`config.mk`:
```
export PLATFORM = sky130hd
export DESIGN_NAME = line_follower_drive_controller_top
export DESIGN_NICKNAME = d
export VERILOG_FILES = /design/src/hw/rtl/lfdc_pkg.sv /design/src/hw/rtl/lfdc_csr.sv /design/src/hw/rtl/lfdc_core.sv /design/src/hw/rtl/line_follower_drive_controller_top.sv
export SDC_FILE = /design/constraint.sdc
export NUM_CORES = 1
export LEC_CHECK = 0
export BUFFER_PORTS_ARGS = -buffer_cell sky130_fd_sc_hd__buf_2
export CORE_MARGIN = 3
export CORE_UTILIZATION = 45
export DETAILED_ROUTE_END_ITERATION = 16
export REMOVE_ABC_BUFFERS = 1
export SLEW_MARGIN = 20
export SYNTH_ARGS = -nofsm -noshare
export SYNTH_HDL_FRONTEND = slang
export SYNTH_SLANG_ARGS = --single-unit
```
`constraint.sdc`:
```
create_clock -name clock -period 8.4 [get_ports clock]
set_input_delay 0.42 -clock clock [delete_from_list [all_inputs] [get_ports clock]]
set_output_delay 0.42 -clock clock [all_outputs]
set_load 0.05 [all_outputs]
```
`src/hw/rtl/lfdc_pkg.sv`:
```
// Package for the line follower drive controller.
// Holds the command and turn codes, register indexes and the shared word types.
// No dependencies; every other file imports it.
package lfdc_pkg;

   typedef enum logic [1:0] {
      CMD_MS     = 2'd0,
      CMD_BUTTON = 2'd1,
      CMD_CTRL   = 2'd2
   } cmd_type;

   typedef enum logic [1:0] {
      TURN_STRAIGHT = 2'd0,
      TURN_LEFT     = 2'd1,
      TURN_RIGHT    = 2'd2
   } turn_type;

   localparam int unsigned SPEED_W = 10;
   localparam int unsigned DRIVE_W = 11;
   localparam int unsigned COUNT_W = 4;
   localparam int unsigned INDEX_W = 3;

   localparam logic [INDEX_W-1:0] REG_FAST_SPEED       = 3'd0;
   localparam logic [INDEX_W-1:0] REG_BASE_SPEED       = 3'd1;
   localparam logic [INDEX_W-1:0] REG_MIN_SPEED        = 3'd2;
   localparam logic [INDEX_W-1:0] REG_DEBOUNCE_MS      = 3'd3;
   localparam logic [INDEX_W-1:0] REG_FINISH_CROSSINGS = 3'd4;
   localparam logic [INDEX_W-1:0] REG_BLINK_FAST_MS    = 3'd5;
   localparam logic [INDEX_W-1:0] REG_BLINK_SLOW_MS    = 3'd6;

   typedef struct packed {
      logic [SPEED_W-1:0] fast_speed;
      logic [SPEED_W-1:0] base_speed;
      logic [SPEED_W-1:0] min_speed;
      logic [SPEED_W-1:0] debounce_ms;
      logic [COUNT_W-1:0] finish_crossings;
      logic [SPEED_W-1:0] blink_fast_ms;
      logic [SPEED_W-1:0] blink_slow_ms;
   } cfg_type;

   typedef struct packed {
      cmd_type command;
      logic    button_level;
      logic    sense_left;
      logic    sense_middle;
      logic    sense_right;
   } item_type;

   typedef struct packed {
      logic [COUNT_W-1:0]        crossings_seen;
      logic                      running_now;
      logic                      led_on;
      logic signed [DRIVE_W-1:0] right_drive;
      logic signed [DRIVE_W-1:0] left_drive;
   } result_type;

endpackage

```
`src/hw/rtl/lfdc_csr.sv`:
```
// Configuration register bank of the line follower drive controller.
// Takes index and data words from the configuration channel; depends on lfdc_pkg.
module lfdc_csr
   import lfdc_pkg::*;
(
   input  logic                clock,
   input  logic                reset,
   input  logic                csr_valid,
   output logic                csr_ready,
   input  logic [INDEX_W-1:0]  csr_index,
   input  logic [SPEED_W-1:0]  csr_data,
   output cfg_type             cfg
);

   cfg_type cfg_ff, cfg_in;

   assign csr_ready = 1'b1;
   assign cfg       = cfg_ff;

   always_comb begin
      cfg_in = cfg_ff;
      if (csr_valid) begin
         unique case (csr_index)
            REG_FAST_SPEED:       cfg_in.fast_speed       = csr_data;
            REG_BASE_SPEED:       cfg_in.base_speed       = csr_data;
            REG_MIN_SPEED:        cfg_in.min_speed        = csr_data;
            REG_DEBOUNCE_MS:      cfg_in.debounce_ms      = csr_data;
            REG_FINISH_CROSSINGS: cfg_in.finish_crossings = csr_data[COUNT_W-1:0];
            REG_BLINK_FAST_MS:    cfg_in.blink_fast_ms    = csr_data;
            REG_BLINK_SLOW_MS:    cfg_in.blink_slow_ms    = csr_data;
            default:              cfg_in = cfg_ff;
         endcase
      end
   end

   always_ff @(posedge clock) begin
      if (reset) begin
         cfg_ff.fast_speed       <= 10'd550;
         cfg_ff.base_speed       <= 10'd450;
         cfg_ff.min_speed        <= 10'd350;
         cfg_ff.debounce_ms      <= 10'd50;
         cfg_ff.finish_crossings <= 4'd3;
         cfg_ff.blink_fast_ms    <= 10'd100;
         cfg_ff.blink_slow_ms    <= 10'd500;
      end else begin
         cfg_ff <= cfg_in;
      end
   end

endmodule

```
`src/hw/rtl/lfdc_core.sv`:
```
// Controller state and its combinational update for one input word.
// Keeps tick, blink, button, crossing and steering state; depends on lfdc_pkg.
module lfdc_core
   import lfdc_pkg::*;
(
   input  logic       clock,
   input  logic       reset,
   input  logic       step,
   input  item_type   item,
   input  cfg_type    cfg,
   output result_type result
);

   logic [31:0]               tick_ff, tick_in, press_ff, press_in, held;
   logic [SPEED_W-1:0]        blink_ff, blink_in, blink_inc, interval;
   logic                      led_ff, led_in, run_ff, run_in, oc_ff, oc_in;
   turn_type                  turn_ff, turn_in;
   logic [COUNT_W-1:0]        cnt_ff, cnt_in, cnt_hit;
   logic signed [DRIVE_W-1:0] left_ff, left_in, right_ff, right_in;
   logic signed [DRIVE_W-1:0] fs, bs, ms;
   logic                      sl, sm, sr;

   assign sl = item.sense_left;
   assign sm = item.sense_middle;
   assign sr = item.sense_right;
   assign fs = $signed({1'b0, cfg.fast_speed});
   assign bs = $signed({1'b0, cfg.base_speed});
   assign ms = $signed({1'b0, cfg.min_speed});

   assign blink_inc = blink_ff + 10'd1;
   assign interval  = run_ff ? cfg.blink_fast_ms : cfg.blink_slow_ms;
   assign held      = tick_ff - press_ff;
   assign cnt_hit   = (!oc_ff && (cnt_ff != 4'hF)) ? cnt_ff + 4'd1 : cnt_ff;

   always_comb begin
      tick_in  = tick_ff;
      press_in = press_ff;
      blink_in = blink_ff;
      led_in   = led_ff;
      run_in   = run_ff;
      oc_in    = oc_ff;
      turn_in  = turn_ff;
      cnt_in   = cnt_ff;
      left_in  = left_ff;
      right_in = right_ff;
      unique case (item.command)
         CMD_MS: begin
            tick_in = tick_ff + 32'd1;
            if (blink_inc >= interval) begin
               led_in   = !led_ff;
               blink_in = '0;
            end else begin
               blink_in = blink_inc;
            end
         end
         CMD_BUTTON: begin
            if (!item.button_level) begin
               press_in = tick_ff;
            end else if (held >= {22'd0, cfg.debounce_ms}) begin
               run_in = !run_ff;
               if (!run_ff) begin
                  cnt_in = '0;
                  oc_in  = 1'b0;
               end
            end
         end
         CMD_CTRL: begin
            if (!run_ff) begin
               left_in  = '0;
               right_in = '0;
            end else if (sl && sr) begin
               oc_in  = 1'b1;
               cnt_in = cnt_hit;
               if (cnt_hit >= cfg.finish_crossings) begin
                  left_in  = '0;
                  right_in = '0;
                  run_in   = 1'b0;
               end else begin
                  turn_in  = TURN_STRAIGHT;
                  left_in  = bs;
                  right_in = bs;
               end
            end else begin
               if (!sl && !sr) begin
                  oc_in = 1'b0;
               end
               priority if (!sl && sm && !sr) begin
                  turn_in  = TURN_STRAIGHT;
                  left_in  = bs;
                  right_in = bs;
               end else if (sl && sm) begin
                  turn_in  = TURN_LEFT;
                  left_in  = ms;
                  right_in = fs;
               end else if (sm && sr) begin
                  turn_in  = TURN_RIGHT;
                  left_in  = fs;
                  right_in = ms;
               end else if (sl) begin
                  turn_in  = TURN_LEFT;
                  left_in  = '0;
                  right_in = fs;
               end else if (sr) begin
                  turn_in  = TURN_RIGHT;
                  left_in  = fs;
                  right_in = '0;
               end else begin
                  unique case (turn_ff)
                     TURN_LEFT: begin
                        left_in  = -ms;
                        right_in = ms;
                     end
                     TURN_RIGHT: begin
                        left_in  = ms;
                        right_in = -ms;
                     end
                     default: begin
                        left_in  = '0;
                        right_in = '0;
                     end
                  endcase
               end
            end
         end
         default: begin
            tick_in = tick_ff;
         end
      endcase
   end

   assign result.crossings_seen = cnt_in;
   assign result.running_now    = run_in;
   assign result.led_on         = led_in;
   assign result.right_drive    = right_in;
   assign result.left_drive     = left_in;

   always_ff @(posedge clock) begin
      if (reset) begin
         tick_ff  <= '0;
         press_ff <= '0;
         blink_ff <= '0;
         led_ff   <= 1'b0;
         run_ff   <= 1'b0;
         oc_ff    <= 1'b0;
         turn_ff  <= TURN_STRAIGHT;
         cnt_ff   <= '0;
         left_ff  <= '0;
         right_ff <= '0;
      end else if (step) begin
         tick_ff  <= tick_in;
         press_ff <= press_in;
         blink_ff <= blink_in;
         led_ff   <= led_in;
         run_ff   <= run_in;
         oc_ff    <= oc_in;
         turn_ff  <= turn_in;
         cnt_ff   <= cnt_in;
         left_ff  <= left_in;
         right_ff <= right_in;
      end
   end

endmodule

```
`src/hw/rtl/line_follower_drive_controller_top.sv`:
```
// Top level of the line follower drive controller: input and result registers.
// Instantiates lfdc_csr and lfdc_core; depends on lfdc_pkg.
//
//   channel | direction | handshake          | word
//   req     | in        | req_tvalid/tready  | tuser command, tdata button and sensors
//   rsp     | out       | rsp_tvalid/tready  | tdata drives, LED, running, crossings
//   csr     | in        | csr_valid/ready    | csr_index, csr_data
//
// Each word is latched in the input register, processed combinationally and its
// result latched in the result register; one word per cycle is sustained while
// rsp_tready is high. A stalled result register holds
// its word; the input register still takes one more word behind it.
// Reset empties both registers and clears all controller state; csr_ready is always high.
module line_follower_drive_controller_top
   import lfdc_pkg::*;
(
   input  logic               clock,
   input  logic               reset,
   input  logic               req_tvalid,
   output logic               req_tready,
   input  logic [7:0]         req_tdata,  // button_level, sense_left, sense_middle, sense_right
   input  logic [1:0]         req_tuser,  // command
   output logic               rsp_tvalid,
   input  logic               rsp_tready,
   output logic [31:0]        rsp_tdata,  // left_drive, right_drive, led_on, running_now,
                                          // crossings_seen
   input  logic               csr_valid,
   output logic               csr_ready,
   input  logic [INDEX_W-1:0] csr_index,
   input  logic [SPEED_W-1:0] csr_data
);

   cfg_type    cfg;
   item_type   item_ff, item_in;
   result_type result, rsp_ff;
   logic       in_valid_ff, in_valid_in, out_valid_ff, out_valid_in, advance;

   assign advance     = in_valid_ff && (!out_valid_ff || rsp_tready);
   assign req_tready  = !in_valid_ff || advance;
   assign in_valid_in = (req_tvalid && req_tready) || (in_valid_ff && !advance);
   assign out_valid_in = advance || (out_valid_ff && !rsp_tready);

   assign item_in.command      = cmd_type'(req_tuser);
   assign item_in.button_level = req_tdata[0];
   assign item_in.sense_left   = req_tdata[1];
   assign item_in.sense_middle = req_tdata[2];
   assign item_in.sense_right  = req_tdata[3];

   assign rsp_tvalid = out_valid_ff;
   assign rsp_tdata  = {4'd0, rsp_ff.crossings_seen, rsp_ff.running_now, rsp_ff.led_on,
                        rsp_ff.right_drive, rsp_ff.left_drive};

   lfdc_csr u_csr (
      .clock     (clock),
      .reset     (reset),
      .csr_valid (csr_valid),
      .csr_ready (csr_ready),
      .csr_index (csr_index),
      .csr_data  (csr_data),
      .cfg       (cfg)
   );

   lfdc_core u_core (
      .clock  (clock),
      .reset  (reset),
      .step   (advance),
      .item   (item_ff),
      .cfg    (cfg),
      .result (result)
   );

   always_ff @(posedge clock) begin
      if (reset) begin
         in_valid_ff  <= 1'b0;
         out_valid_ff <= 1'b0;
      end else begin
         in_valid_ff  <= in_valid_in;
         out_valid_ff <= out_valid_in;
      end
   end

   always_ff @(posedge clock) begin
      if (req_tvalid && req_tready) begin
         item_ff <= item_in;
      end
      if (advance) begin
         rsp_ff <= result;
      end
   end

endmodule

```
* After elaboration in Yosys (flattened, before gate mapping)
Index checks and enable logic that the tools add are counted. Widths: inputs -> output; s select.
Word-level totals: logic and storage cells 144, register bits after elaboration 205, bits of input ports 28
Operators by class: bitwise gates (word level) 1, eq/ne operators 17, multiplexer cells 50, reductions and logical operators 39, add/subtract/negate cells 5, magnitude comparators 3
Operator list (number):
- $mux 11 | 16
- $pmux 11 s2 | 2
- $add 32x1->32 const B | 1
- $ge 32x10->1 | 1
- $sub 32x32->32 | 1
- $mux 10 | 3
- $mux 4 | 6
- $reduce_and 2->1 | 8
- $mux 2 | 7
- $mux 1 | 13
- $logic_and 1x1->1 | 11
- $neg 10->11 | 1
- $add 10x1->10 const B | 1
- $ge 10x10->1 | 1
- $eq 3x3->1 const B | 3
- $logic_not 1->1 | 9
- $pmux 4 s2 | 1
- $reduce_and 7->1 | 1
- $eq 3x2->1 const B | 2
- $ne 2x2->1 const B | 3
- $reduce_bool 6->1 | 1
- $reduce_and 5->1 | 1
- $add 4x1->4 const B | 1
- $eq 2x1->1 const B | 2
- 13 further kinds | 19

* Depth between registers and ports, before layout
Gate-level depths: netlist of the first run.
depth in word-level cells 10, depth in mapped cells 21, mapped depth without buffers 21

* By module
From an unflattened synthesis of the first run, not the netlist that was laid out.
Unflattened totals: cell total of the unflattened synthesis 1485, area, all modules 12419.4 um^2
By module, submodules not included:
- lfdc_core | area each 8712.1 um^2, cells an instance 1193, instances 1, sequential area each 2102.0 um^2
- lfdc_csr | area each 2548.7 um^2, cells an instance 243, instances 1, sequential area each 1281.2 um^2
- line_follower_drive_controller_top | area each 1158.6 um^2, cells an instance 49, instances 1, sequential area each 1061.0 um^2

* Least setup slack after synthesis of the first run
OpenSTA, ideal clock, no wires.
path kind reg2reg, start register u_core.press_ff[1], end register rsp_ff, in the netlist rsp_tdata[23], data pin, clock period less this slack 4477 ps, data required time 8140 ps, cell stages (with the launch flop) 22, path buffers 0, arrival 4217 ps, setup slack 3923 ps, setup time 260 ps, path through dfxtp_1 inv_1 ha_1 nor2b_1 o2111a_1 o21ai_0 nand2b_1 a21o_1 a21oi_1 o21bai_1 xor2_1 ha_1 a21oi_1 o21a_1 o211ai_1 or4_1 nor4_1 or4b_1 nor4_2 a41oi_1 o21ai_0 o21ai_1
RTL lines:
- start: declaration | line lfdc_core.sv:14 | logic [31:0] tick_ff, tick_in, press_ff, press_in, held;
- start signal: assignment | line lfdc_core.sv:151 | press_ff <= press_in;
- end signal: assignment | line line_follower_drive_controller_top.sv:87 | rsp_ff <= result;
- end: declaration | line line_follower_drive_controller_top.sv:35 | result_type result, rsp_ff;

==> run summary, run 1 <==
Hold Path Class: in -> reg
Sum Neg Setup Slack: 0 ns
Most frequent cells in the layout: nand2_1 (279), dfxtp_1 (171), nor2_1 (138)
Final HPWL DP: 22600 um
Storage cell area: 4440 um2
Skew-Pair Late Insertion Delay: 0.54 ns
Wirelength per Cell: 16.9 um
Most common library cell in the layout ignoring fill and taps: nand2_1
Largest net degree at the start of global routing: 76
Pre-CTS WS: 3.45 ns
Final hold vios: 0
Non-filler cells, final: 1900
IO Port Bufs: 53
CTS hold repair buffers: 0
Slowest-stage cell, CP: or4b_1
Die Wd: 170 um
Routed Wire Length: 32000 um
Cells along the critical path: inv_1 -> ha_1 -> nor2b_1 -> o2111a_1 -> o21ai_0 -> nand2b_1 -> a21o_1 -> a21oi_1 -> o21bai_1 -> xor2_1 -> ha_1 -> a21oi_1 -> o21a_1 -> o211ai_1 -> or4_1 -> nor4_1 -> or4b_1 -> nor4_2 -> a41oi_1 -> o21ai_0 -> o21ai_1
Post-CTS setup buffer count: 0
Reg2reg end: rsp_tdata[23]
CTS tree: built
H-tree Lvls: 1
Critical path data arrival time: 5.31 ns
Power, Total: 2260 uW
Synthesized flop and latch total: 205
R2R Path Start: u_core.press_ff[1]
First-pass GRT wire length: 52300 um
Worst setup EP type: flop
Area Overhead vs Synth: 10.6%
Tot GR Track Use: 21.9%
Startpoint Class: flop
Worst slew pin tran: 1.07 ns
CP peak stage delay: 0.49 ns
Initial core utilization: 46.1%
DR iter-0 viols: 822
DR pass1 iterations: 5
Slew headroom: 28.0%
Leakage: 0.00528 uW
Worst Skew: 0.0163 ns
Layout Nets: 1641
Fmax: 0.199 GHz
GRT overflow: 0
Die ar.: 28800 um2
Gates resized, CTS repair: 0
Routability cong.: 0.918
PwrDens: 169 nW/um2
Number of diodes: 0
CTS max path bufs: 3
Crit Path Max Fanout: 3
Num Clock Sinks: 205
Sw frac: 24.6%
Core Area: 26200 um2
Mapped Cells: 1530
Initial antenna violation count: 0
Worst hold path depth: 1
Vias in the first global route: 10.1k
Seq pwr share: 45.8%
Synth async-reset ratio: 0%
Mean Syn Cell Area: 7.89 um2
Number of enable flip-flop cells after synthesis: 34
Post-route DRC violation count: 0
Clock share of power: 46.9%
Ys flop type: dfxtp_1
Routed Antenna Nets: 0
Total number of vias: 10.9k
Final worst path period share: 59.9%
Sw Pwr: 556 uW
DP Area: 12500 um2
CP delay by family, top: simple AND/OR/NAND/NOR gates
Fraction of layout cells with a size suffix above 1: 7.86%
Slew Limit Fails: 0
Footprint of the multi-input gates: 7010 um2
Worst EP required: 8.68 ns
Drt via density: 5.71
I/O Pins: 63
WHS Endpoint: item_ff[3]
Clock Root Buffer: clkbuf_16
Logic gate share of total power: 7.3%
Final setup fails: 0
Cells after DPL: 1858
Std cell rows: 59
Minimum clock period after layout: 5.03 ns
Internal: 1710 uW
Clock transition at path regs: 0.06 ns
Worst setup path class: reg -> reg
Worst ir drop on vdd: 112 uV
Fin worst setup slack: 3.37 ns
Total CTS buffers: 23
Sequential share of the synthesized area: 36.8%
Max-Cap Viols: 0
Design area: 13300 um2
Worst path buffer plus inverter count: 1
Status: completed
Critical hold path startpoint: req_tdata[0]
RSZ-0062 raised after global routing: no
Layout fillers: 2541
Post-synthesis cell area: 12100 um2
Distinct cells, synth: 82
FF-to-FF setup slack: 3.37 ns
Synth warnings: 0
R2R cell count: 21
Die Height: 170 um
## layout make-up
cell class,count,share of cell area [%]
Multi-Input combinational cell,1167,52.5
Tap cell,335,3.14
Clock inverter,10,1.12
Sequential cell,205,33.3
Inverter,88,2.48
Clock buffer,32,4.88
Timing Repair Buffer,63,2.57
## flip-flops by register name (all words and copies together) (netlist names)
signal and count:
u_csr.cfg 64, u_core.press_ff 32, u_core.tick_ff 32, rsp_tdata 28
u_core.left_ff 11, u_core.right_ff 11, u_core.blink_ff 10, item_ff 6
u_core.cnt_ff 4, u_core.turn_ff 2, in_valid_ff 1, rsp_tvalid 1
u_core.led_ff 1, u_core.oc_ff 1, u_core.run_ff 1
## cells in the mapped netlist, types with 9 or more instances
| cell | count | area share (%) |
|---|---|---|
| nand2_1 | 279 | 8.7 |
| dfxtp_1 | 171 | 28 |
| nor2_1 | 138 | 4.3 |
| a21oi_1 | 137 | 5.7 |
| inv_1 | 86 | 2.7 |
| ha_1 | 64 | 6.6 |
| o21ai_0 | 60 | 2.5 |
| clkbuf_1 | 55 | 1.7 |
| nand3_1 | 49 | 2.0 |
| edfxtp_1 | 34 | 8.5 |
| xor2_1 | 34 | 2.5 |
| mux2i_1 | 28 | 2.3 |
| nor3_1 | 26 | 1.1 |
| a211oi_1 | 19 | 1.2 |
| a21o_1 | 19 | 1.2 |
| or3_1 | 18 | 0.93 |
| and3_1 | 17 | 0.88 |
| nand4_1 | 16 | 0.83 |
| o211ai_1 | 15 | 0.93 |
| o22ai_1 | 15 | 0.78 |
| xnor2_1 | 14 | 1.0 |
| nand2b_1 | 13 | 0.67 |
| o21a_1 | 13 | 0.81 |
| nor4_1 | 12 | 0.62 |
| nor2b_1 | 11 | 0.57 |
| nor3b_1 | 9 | 0.56 |
## cells by family after synthesis
| family | after synthesis | synth area share (%) |
|---|---|---|
| flops | 205 | 36.8 |
| mux | 31 | 2.60 |
| fa+ha+maj | 65 | 6.80 |
| other cells | 2 | 0.0622 |
| buf+inv | 161 | 5.30 |
| simple gates | 624 | 23.4 |
| compound gates | 394 | 21.5 |
| xor+xnor | 48 | 3.48 |
## through the flow
step	hold slack, ns	util, %
2_1_floorplan	0.426	-
3_3_place_gp	0.442	47.9
3_5_place_dp	0.447	47.9
4_1_cts	0.0441	50.9
5_1_grt	0.0506	50.9
6_report	0.0667	50.9
## layer usage
metal | share of wire (%) | up-vias | GRT usage, %
li1 | - | 5475 | -
met1 | 50 | 5061 | 32.3
met2 | 42 | 263 | 33.6
met3 | 5.3 | 51 | 3.24
met4 | 2.3 | 0 | 5.44
met5 | 0 | - | 0
## worst max-delay path by stage
stage,slack [ns],end,cells after the start,start
floorplan,3.92,rsp_tdata[23],21,u_core.press_ff[1]
global placement,3.53,rsp_tdata[23],21,u_core.press_ff[1]
detailed placement,3.45,rsp_tdata[23],21,u_core.press_ff[1]
CTS,3.42,rsp_tdata[23],21,u_core.press_ff[1]
global route,2.96,rsp_tdata[23],21,u_core.press_ff[1]
finish,3.37,rsp_tdata[23],21,u_core.press_ff[1]
## power by group through the flow
| stage | Sequential [uW] | Clock (uW) | Combinational [uW] |
|---|---|---|---|
| floorplan | 1080 | 0 | 81.5 |
| global placement | 1060 | 0 | 164 |
| detailed placement | 1060 | 0 | 165 |
| CTS | 1030 | 1090 | 166 |
| global route | 1040 | 1130 | 182 |
| finish | 1030 | 1060 | 165 |
Note: power is estimated with default switching activity, not from simulation.
==> run 2, diff against run 1 <==
- clock period: 8.4 -> 5 ns (I/O delays scaled with it)
==> run 2 against run 1 <==
Non-clock buffer count up 15. Largest power group unchanged. Sequential cell count did not move. Critical path depth down 4. Hold slack got worse by 0.025 ns. First-iteration DRC count down 6.3%. Setup slack worse by 3.0 ns. Cell area grew 1.4%.
==> run summary, run 2 (synthesis results as in run 1) <==
DR pass1 iterations: 8 (was 5)
Crit Path Max Fanout: 5 (was 3)
Layout Nets: 1657 (was 1641)
Most frequent cells in the layout: nand2_1 (279), dfxtp_1 (169), nor2_1 (138) (was nand2_1 (279), dfxtp_1 (171), nor2_1 (138))
Worst setup path class: reg -> reg (unchanged)
Drt via density: 5.71 (about the same)
Slowest-stage cell, CP: or4_1 (was or4b_1)
Routed Wire Length: 32500 um (was 32000 um)
CTS tree: built (unchanged)
Final setup fails: 0 (unchanged)
Critical path data arrival time: 5.08 ns (was 5.31 ns)
Worst setup EP type: flop (unchanged)
Final worst path period share: 93.1% (was 59.9%)
Status: completed (unchanged)
R2R Path Start: u_core.tick_ff[0] (was u_core.press_ff[1])
Max-Cap Viols: 0 (unchanged)
I/O Pins: 63 (unchanged)
Initial antenna violation count: 0 (unchanged)
Die Height: 170 um (unchanged)
CTS max path bufs: 3 (unchanged)
Worst Skew: 0.0207 ns (was 0.0163 ns)
Largest register FFs: 64 (unchanged)
Worst ir drop on vdd: 186 uV (was 112 uV)
Vias in the first global route: 9971 (was 10.1k)
CP peak stage delay: 0.49 ns (about the same)
Cells after DPL: 1866 (was 1858)
Logic gate share of total power: 7.6% (was 7.3%)
Final HPWL DP: 23100 um (was 22600 um)
CP delay by family, top: simple AND/OR/NAND/NOR gates (unchanged)
Sw frac: 24.8% (was 24.6%)
Area Overhead vs Synth: 12.1% (was 10.6%)
Sum Neg Setup Slack: 0 ns (unchanged)
Clock share of power: 46.7% (was 46.9%)
Total CTS buffers: 24 (was 23)
GR Util met2: 33.8% (was 33.6%)
Fmax: 0.215 GHz (was 0.199 GHz)
Reg2reg end: u_core.cnt_ff[3] (was rsp_tdata[23])
IO Port Bufs: 53 (unchanged)
Post-Route Utilization: 51.6% (was 50.9%)
Fraction of layout cells with a size suffix above 1: 9.10% (was 7.86%)
Largest net degree at the start of global routing: 77 (was 76)
Worst setup path endpoint: u_core.cnt_ff[3] (was rsp_tdata[23])
DR iter-0 viols: 770 (was 822)
FF-to-FF setup slack: 0.35 ns (was 3.37 ns)
Slew headroom: 29.6% (was 28.0%)
Routed Antenna Nets: 0 (unchanged)
Worst path buffer plus inverter count: 1 (unchanged)
Die ar.: 28800 um2 (unchanged)
Post-route DRC violation count: 0 (unchanged)
Num Clock Sinks: 205 (unchanged)
Crit path launch: u_core.tick_ff[0] (was u_core.press_ff[1])
Met1 GRT Util: 33.1% (was 32.3%)
Core Area: 26200 um2 (unchanged)
Total number of vias: 10.9k (about the same)
Cells along the critical path: inv_1 -> ha_1 -> fa_1 -> nand2b_1 -> a21o_1 -> nand2_1 -> xor2_1 -> ha_1 -> and4_1 -> a221oi_2 -> a21oi_2 -> or4_1 -> or4_1 -> nor4_2 -> and4b_2 -> a211oi_2 -> a311oi_1 (was inv_1 -> ha_1 -> nor2b_1 -> o2111a_1 -> o21ai_0 -> nand2b_1 -> a21o_1 -> a21oi_1 -> o21bai_1 -> xor2_1 -> ha_1 -> a21oi_1 -> o21a_1 -> o211ai_1 -> or4_1 -> nor4_1 -> or4b_1 -> nor4_2 -> a41oi_1 -> o21ai_0 -> o21ai_1)
Busiest grt layer: met2 (unchanged)
Wirelength per Cell: 17.0 um (was 16.9 um)
Skew-Pair Late Insertion Delay: 0.53 ns (was 0.54 ns)
Hold Path Class: in -> reg (unchanged)
Number of diodes: 0 (unchanged)
First-pass GRT wire length: 52700 um (was 52300 um)
Worst EP required: 5.43 ns (was 8.68 ns)
Worst hold slack: 0.0417 ns (was 0.0667 ns)
Clock Root Buffer: clkbuf_16 (unchanged)
Most common library cell in the layout ignoring fill and taps: nand2_1 (unchanged)
Non-filler cells, final: 1917 (was 1900)
Initial core utilization: 46.1% (unchanged)
Std cell rows: 59 (unchanged)
GRT overflow: 0 (unchanged)
Final hold vios: 0 (unchanged)
Met3 usage: 2.75% (was 3.24%)
Seq pwr share: 45.7% (was 45.8%)
R2R cell count: 17 (was 21)
Internal: 2860 uW (was 1710 uW)
H-tree Lvls: 1 (unchanged)
Clock transition at path regs: 0.06 ns (about the same)
Leakage: 0.00538 uW (was 0.00528 uW)
Sw Pwr: 941 uW (was 556 uW)
Post-CTS setup buffer count: 0 (unchanged)
Levels on crit path: 17 (was 21)
RSZ-0062 raised after global routing: no (unchanged)
PwrDens: 281 nW/um2 (was 169 nW/um2)
Worst slew pin tran: 1.05 ns (was 1.07 ns)
Tot GR Track Use: 22.2% (was 21.9%)
Minimum clock period after layout: 4.65 ns (was 5.03 ns)
Die Wd: 170 um (unchanged)
Slew Limit Fails: 0 (unchanged)
Startpoint Class: flop (unchanged)
Routability cong.: 0.921 (was 0.918)
-- run 2: cell count changes in the layout (fill, tap and decap cells not counted), sizes merged --
cell,delta
clkbuf,+4
clkinv,+1
dlygate4sd3,+7
bufinv,-2
clkinvlp,-1
buf,+8
-- run 2: final cells by class --
| type | instances | area (um2) |
|---|---|---|
| tap | 335 | 419 |
| fill | 2487 | 12700 |
| sequential | 205 | 4450 |
| clock buffer | 36 | 726 |
| timing repair buffer | 78 | 473 |
| multi-input combinational | 1167 | 7050 |
| inverter | 88 | 330 |
| clock inverter | 8 | 86.3 |
-- run 2: how the worst min path moves through the flow --
| stage | startpoint | slack, ns | to | depth (start not counted) |
|---|---|---|---|---|
| global placement | req_tuser[0] | 0.43 | item_ff[4] | 1 |
| detailed placement | req_tuser[0] | 0.43 | item_ff[4] | 1 |
| finish | csr_data[9] | 0.04 | u_csr.cfg[9] | 3 |
| CTS | csr_data[9] | 0.02 | u_csr.cfg[9] | 3 |
| floorplan | reset | 0.32 | u_core.blink_ff[0] | 1 |
| global route | csr_data[9] | 0.04 | u_csr.cfg[9] | 3 |
-- run 2: power groups by stage --
stage,combinational (uW),sequential [uW],clock (uW)
6_report,289,1740,1770
3_5_place_dp,282,1770,0
3_3_place_gp,280,1770,0
5_1_grt,316,1740,1890
2_1_floorplan,137,1810,0
4_1_cts,287,1740,1820
-- run 2: timing repair --
action / CTS / global route
setup endpoints to repair: 0 / 11
hold buffers: 7 / 0
gates resized for setup: 0 / 12
hold endpoints to repair: 7 / 0
-- run 2: metrics by stage --
stage	power (uW)	area, um2	setup WS (ns)
detailed placement	2050	12600	0.0749
global placement	2050	12600	0.156
finish	3800	13500	0.347
CTS	3850	13500	0.0431
floorplan	1940	11800	0.518
global route	3940	13500	0.0207
-- run 2: worst reg2reg max path, delay by kind of cell, from the launching register on --
| family | cells | cell delay, ns |
|---|---|---|
| AND/OR/NAND/NOR | 7 | 2.08 |
| AO/OA/AOI/OAI | 5 | 1.03 |
| adder cells (fa/ha/maj) | 3 | 0.88 |
| flip-flops | 1 | 0.35 |
| XOR/XNOR | 1 | 0.15 |
| buffers and inverters | 1 | 0.06 |
-- run 2: metal layers --
| metal | routed length (um) | share of wire (%) |
|---|---|---|
| met4 | 720 | 2.2 |
| met5 | 0 | 0 |
| met2 | 13800 | 42 |
| met1 | 16100 | 50 |
| met3 | 1880 | 5.8 |
